$ cat config.mk
export PLATFORM = sky130hd
export DESIGN_NAME = tccs_sweep
export DESIGN_NICKNAME = d
export VERILOG_FILES = /design/src/sv/tccs_pkg.sv /design/src/sv/tccs_sweep.sv
export SDC_FILE = /design/constraint.sdc
export NUM_CORES = 1
export LEC_CHECK = 0
export BUFFER_PORTS_ARGS = -buffer_cell sky130_fd_sc_hd__buf_2
export CAP_MARGIN = 20
export CORE_UTILIZATION = 52
export CTS_BUF_LIST = sky130_fd_sc_hd__clkbuf_8
export DETAILED_ROUTE_END_ITERATION = 8
export PLACE_DENSITY = 0.82
export SYNTH_ARGS = -nofsm -noshare
export SYNTH_HDL_FRONTEND = slang
export SYNTH_SLANG_ARGS = --single-unit
export TNS_END_PERCENT = 30
$ cat constraint.sdc
create_clock -name clk_i -period 2.2 [get_ports clk_i]
set_clock_uncertainty 0.2 [all_clocks]
set_input_delay 0.11 -clock clk_i [delete_from_list [all_inputs] [get_ports clk_i]]
set_output_delay 0.11 -clock clk_i [all_outputs]
set_load 0.005 [all_outputs]
$ cat src/sv/tccs_pkg.sv
// ----------------------------------------------------------------------------
// Text console package
// Shared commands, character constants, sequencer states and the control
// bundle that drives the cell sweep counter.
// ----------------------------------------------------------------------------
package tccs_pkg;

  // Console commands carried in the cmd field of a request.
  typedef enum logic [1:0] {
    CMD_PUT       = 2'd0,
    CMD_CLEAR     = 2'd1,
    CMD_BACKSPACE = 2'd2,
    CMD_READ      = 2'd3
  } cmd_e;

  // Character and attribute constants.
  localparam logic [7:0] BLANK_CHAR   = 8'h20;
  localparam logic [7:0] NEWLINE_CHAR = 8'h0A;
  localparam logic [7:0] ATTR_RESET   = 8'h0F;

  // Sequencer states, one-hot.
  typedef enum logic [6:0] {
    ST_IDLE  = 7'b0000001,
    ST_EXEC  = 7'b0000010,
    ST_COPY  = 7'b0000100,
    ST_FLUSH = 7'b0001000,
    ST_BLANK = 7'b0010000,
    ST_CLEAR = 7'b0100000,
    ST_RESP  = 7'b1000000
  } state_e;

  // Control bundle for the sweep counter.
  typedef struct packed {
    logic load;
    logic step;
  } sweep_ctrl_t;

endpackage

$ cat src/sv/tccs_sweep.sv
// ----------------------------------------------------------------------------
// Cell sweep counter
// Shared address walker used by scroll copy, row blanking and screen clear.
// It is loaded with a first and a last address and steps by one per cycle while step is set.
// ----------------------------------------------------------------------------
module tccs_sweep #(
  parameter int Depth = 2000
) (
  input  logic                        clk_i,
  input  logic                        rst_ni,
  input  tccs_pkg::sweep_ctrl_t       ctrl_i,
  input  logic [$clog2(Depth)-1:0]    first_i,
  input  logic [$clog2(Depth)-1:0]    last_i,
  output logic [$clog2(Depth)-1:0]    ptr_o,
  output logic                        at_end_o
);

  localparam int AW = $clog2(Depth);

  logic [AW-1:0] ptr_q, ptr_d;
  logic [AW-1:0] end_q, end_d;

  // Next pointer: load, step or hold.
  always_comb begin
    ptr_d = ptr_q;
    end_d = end_q;
    if (ctrl_i.load) begin
      ptr_d = first_i;
      end_d = last_i;
    end else if (ctrl_i.step) begin
      ptr_d = ptr_q + AW'(1);
    end
  end

  always_ff @(posedge clk_i or negedge rst_ni) begin
    if (!rst_ni) begin
      ptr_q <= '0;
      end_q <= '0;
    end else begin
      ptr_q <= ptr_d;
      end_q <= end_d;
    end
  end

  assign ptr_o    = ptr_q;
  assign at_end_o = (ptr_q == end_q);

endmodule
# Word-level counts from Yosys, hierarchy flattened
# Cells that the tools add are included.
# word_totals
out_inout_bits	12
word_cells	7
regBits	22
in_bits	26
# classes
n_reduce_logical	1
muxes	2
n_addsub	1
eq_ne	1
# ops
operator	count
2-to-1 mux 11 bit	2
adder 11 x 1 -> 11 bit, second input constant	1
== test 11 bit	1
nonzero test 2 bit	1

# Depth between registers and ports, before layout
# depth
depth_word	3
depth_mapped	4
ltp_nobuf	4

# Worst setup path before layout
# OpenSTA, ideal clock, no wires.
# synth_path
path_kind	register to register
start	reg ptr_q[0], in the netlist ptr_o[0]
end	reg ptr_q[10], in the netlist ptr_o[10]
arrival_ps	1385
stages_incl_launch_ff	5
synth_period_minus_slack_ps	1667
setup_time_ps	82
required_ps	1918
slack_ps	533
cell_sequence	dfrtp_1 -> ha_1 -> nand3_2 -> or4_1 -> a31oi_1
# synth_between
elab_chain_len	3
# synth_lines
item	line	text
start, declared	tccs_sweep.sv:20	logic [AW-1:0] ptr_q, ptr_d;
start signal, assigned	tccs_sweep.sv:40	ptr_q <= ptr_d;
adder 11 x 1 -> 11 bit	tccs_sweep.sv:31	ptr_d = ptr_q + AW'(1);
2-to-1 mux 11 bit	tccs_sweep.sv:30	end else if (ctrl_i.step) begin
2-to-1 mux 11 bit	tccs_sweep.sv:27	if (ctrl_i.load) begin
# No other way between the ends. The select of a mux whose other input is x is not followed.
# A chain may end at the register's enable or synchronous reset.

# Worst setup path after layout
# layout_path
start	reg ptr_q[3], in the netlist ptr_o[3]
end	out at_end_o
# layout_between
elab_chain_len	1
# layout_lines
item	line	text
== test 11 bit	tccs_sweep.sv:46	assign at_end_o = (ptr_q == end_q);
end, declared	tccs_sweep.sv:15	output logic at_end_o
# No other way between the ends.

==> tab_implementation.tex <==
\begin{tabular}{lr}
\hline
Metric & Value \\
\hline
\multicolumn{2}{l}{\textbf{Route}} \\
Number of remaining DRC errors & 0 \\
Wire length per cell after detailed routing & 13.7 microns \\
DRT antenna net count & 0 \\
Vias post-DR & just over 1000 \\
First DRT Iteration DRCs & 13 \\
First drt pass iteration count & 4 \\
Total wirelength of the detailed-routed design & $\sim$2600 microns \\
Via-to-Cell Ratio & 5.36 \\
\multicolumn{2}{l}{\textbf{Setup path}} \\
Critical setup path kind & flip-flop to output pin \\
Slowest stage cell, crit path & dfrtp\_1 \\
Endpoint class of the critical path & output pin \\
Element type at the critical path start & flip-flop \\
Delay of the slowest cell on the worst path & about 480 ps \\
Worst Path Max Fanout & 6 \\
WP data arrival & 1490 ps \\
Required @ worst endpoint & 1890 ps \\
Ordered list of cells on the worst path & xnor2\_1 > nand3\_1 > nor3\_1 > buf\_2 \\
\multicolumn{2}{l}{\textbf{Floorplan}} \\
Initial Util & $\sim$57\% \\
Die span in x & between 40 and 50 microns \\
Die area & 2430 sq um \\
Core box area & around 2000 sq um \\
I/O pin count & 38 \\
Height of the die & 49.3 microns \\
Total number of placement rows & 16 \\
\multicolumn{2}{l}{\textbf{Run status}} \\
Run status & finished, final reports clean \\
\multicolumn{2}{l}{\textbf{Run}} \\
Reported max-cap violation count & 0 \\
\multicolumn{2}{l}{\textbf{Clock network}} \\
Sinks on Clock Net & 22 \\
Root Buffer & clkbuf\_8 \\
Clock transition at the registers of the reported paths & approximately 80 ps \\
Number of H-tree branching levels & 1 \\
Source-to-sink clock delay at the later pin of the worst-skew pair & 260 ps \\
Clock tree from TritonCTS & done \\
Post-CTS Resized & 0 \\
Number of clock buffers inserted by TritonCTS & 3 \\
Maximum clock insertion buffer count & 2 \\
\multicolumn{2}{l}{\textbf{Pwr}} \\
Total net switching power & 0.000275 W \\
Power Internal & around 0.00074 W \\
Static leakage & between 0.7 and 0.8 nW \\
Proportion of power drawn by the clock network & between 20 and 30\% \\
Relative contribution of sequential cells to total power & 50.0\% \\
Pwr/cell area & 616 nW/um\^{}2 \\
Combinational power share & a little over a fifth \\
Maximum vdd ir drop & slightly above 0.6 mV \\
Switching fraction of total power & between 20 and 30\% \\
\multicolumn{2}{l}{\textbf{Logic synthesis}} \\
Top-area cell type share of the netlist area & a little under half \\
Most used standard cell by instance count after synthesis & dfrtp\_1 \\
Number of library cell types mapped by synthesis & 28 \\
Async S/R FF share, synth & between 90\% and 100\% \\
Post-Synthesis Mean Instance Area & 10.9 sq um \\
Top FF cell, synth & dfrtp\_1 \\
Synthesis-stage register bit count & 22 \\
Most instantiated cells after synthesis & dfrtp\_1, xnor2\_1, mux2\_2 \\
Seq/Total Area, Yosys & a little under half \\
Yosys warns & 0 \\
Post-Syn Nets & $\sim$130 \\
Count of flip-flops with a built-in enable after synthesis & 0 \\
Netlist area before placement & $\sim$1200 sq um \\
Synth area leader & dfrtp\_1 \\
Post-synthesis instance total & 107 \\
Leading cell types by total area after synthesis & dfrtp\_1, mux2\_2, xnor2\_1 \\
\multicolumn{2}{l}{\textbf{STA}} \\
Unrepaired setup endpoints after global routing & no \\
Tcrit/Tclk final & roughly 80\% \\
Final hold violations & 0 \\
Pin slew with the least headroom to its limit & 547 ps \\
Maximum operating frequency & roughly 560 MHz \\
Slew headroom & between 60\% and 70\% \\
Sum of negative setup slack & 0 ps \\
Clock period minus worst slack & 1800 ps \\
Finish-stage setup viols & 0 \\
Smallest hold slack & $\sim$66 ps \\
Max-slew violation count & 0 \\
\multicolumn{2}{l}{\textbf{Layout}} \\
Antenna diodes & 0 \\
Ratio of cells with drive above 1 in the final layout & roughly a third \\
Layout net count & 193 \\
Area growth from synthesis to layout & 40.9\% \\
\multicolumn{2}{l}{\textbf{Global route}} \\
Wire length of the first global-routing pass & roughly 4500 microns \\
Number of antenna violations at the first check in global routing & 0 \\
GRT Overall Usage & 24.9\% \\
Total congestion overflow after global routing & 0 \\
Largest net degree at the start of global routing & 32 \\
Via count of the first global-routing pass & 1017 \\
\multicolumn{2}{l}{\textbf{Placed design}} \\
Routability Congestion & $\sim$0.84 \\
Number of I/O port buffers & 37 \\
Placed wire-length estimate & $\sim$1700 microns \\
\multicolumn{2}{l}{\textbf{Worst hold path}} \\
Type of the most critical hold path & primary input to flip-flop \\
\hline
\end{tabular}
[final timing paths]
| check | slack [ps] | depth (start not counted) | to | start |
|---|---|---|---|---|
| max reg2reg | 430 | 4 | ptr_o[10] | ptr_o[0] |
| min reg2reg | 350 | 1 | end_q[2] | end_q[2] |
| max | 400 | 4 | at_end_o | ptr_o[3] |
| min | 70 | 3 | ptr_o[1] | ctrl_i[0] |
| max in group asynchronous | 1330 | 2 | ptr_o[6] | rst_ni |
| min in group asynchronous | 140 | 2 | ptr_o[3] | rst_ni |
[through the flow]
step                      total power (W)  cells  instance area, sq um  setup WS (ps)  utilization, %
final                             0.00101    192                  1640            403            80.3
after global routing              0.00106    192                  1640            316            80.3
after CTS                         0.00102    192                  1640            392            80.3
after detailed placement         0.000698    165                  1350            460            66.3
after global placement           0.000688    165                  1350            517            66.3
after floorplan                  0.000621    107                  1160            533               -
[logic make-up after synthesis]
group | synth area share [%]
AOI/OAI and AO/OA | 8.60
buffers and inverters | 3.12
adders and majority gates | 1.08
and+or+nand+nor | 17.1
muxes | 11.5
xor gates and xnor gates | 11.3
DFF | 47.3
[critical path: cells and delay by family (launching register included)]
kind / cells / cell delay [ps]
XOR/XNOR: 1 / 240
buffers and inverters: 1 / 160
flip-flops: 1 / 480
AND/OR/NAND/NOR: 2 / 360
[sequential cells by signal (all words and copies together) (netlist names)]
register	count
end_q	11
ptr_o	11
[placed cells by master, fill, tap and decap left out]
cell type	synthesis	final
a221o_1	1	1
a22oi_1	1	1
a31oi_1	2	2
buf_2	4	37
clkbuf_8	0	4
dfrtp_1	22	22
dlygate4sd3_1	0	23
ha_1	1	1
inv_1	2	2
mux2_2	11	11
mux2i_1	1	1
nand2_1	10	10
nand3_1	5	5
nand3_2	1	1
nand3_4	1	1
nand4_1	4	4
nand4_2	1	1
nor2_1	4	4
nor2b_1	1	1
nor3_1	2	2
o211ai_1	2	2
o21ai_0	6	6
o311a_1	1	1
o31ai_1	2	2
or4_1	4	4
or4b_1	1	1
xnor2_1	12	12
xor2_1	3	3
[per-layer routing]
metal	global-route usage, %	vias up	share of wire (%)
met1	30.3	483	44
met4	13.7	0	2.6
met5	0	-	0
li1	-	505	-
met3	4.05	9	3.3
met2	41.6	32	50
[repair_timing]
item,4_1_cts,5_1_grt
buffers inserted,0,0
endpoints found under the hold margin,44,0
hold buffers,23,0
[power by group through the flow]
stage	clock network (W)	registers [W]	logic [W]
after floorplan	0	0.000497	0.000125
after global placement	0	0.000509	0.000179
after detailed placement	0	0.000513	0.000186
after CTS	0.000295	0.000505	0.000219
after global routing	0.000308	0.000513	0.000241
final	0.000287	0.000505	0.000219
[layout make-up]
type | instances | area [sq um]
fill | 128 | 403
tap | 27 | 33.8
multi-input combinational | 77 | 577
inverter | 2 | 7.51
timing repair buffer | 60 | 415
sequential | 22 | 551
clock buffer | 4 | 55.1
No activity file was read; power rests on OpenSTA's default activity.
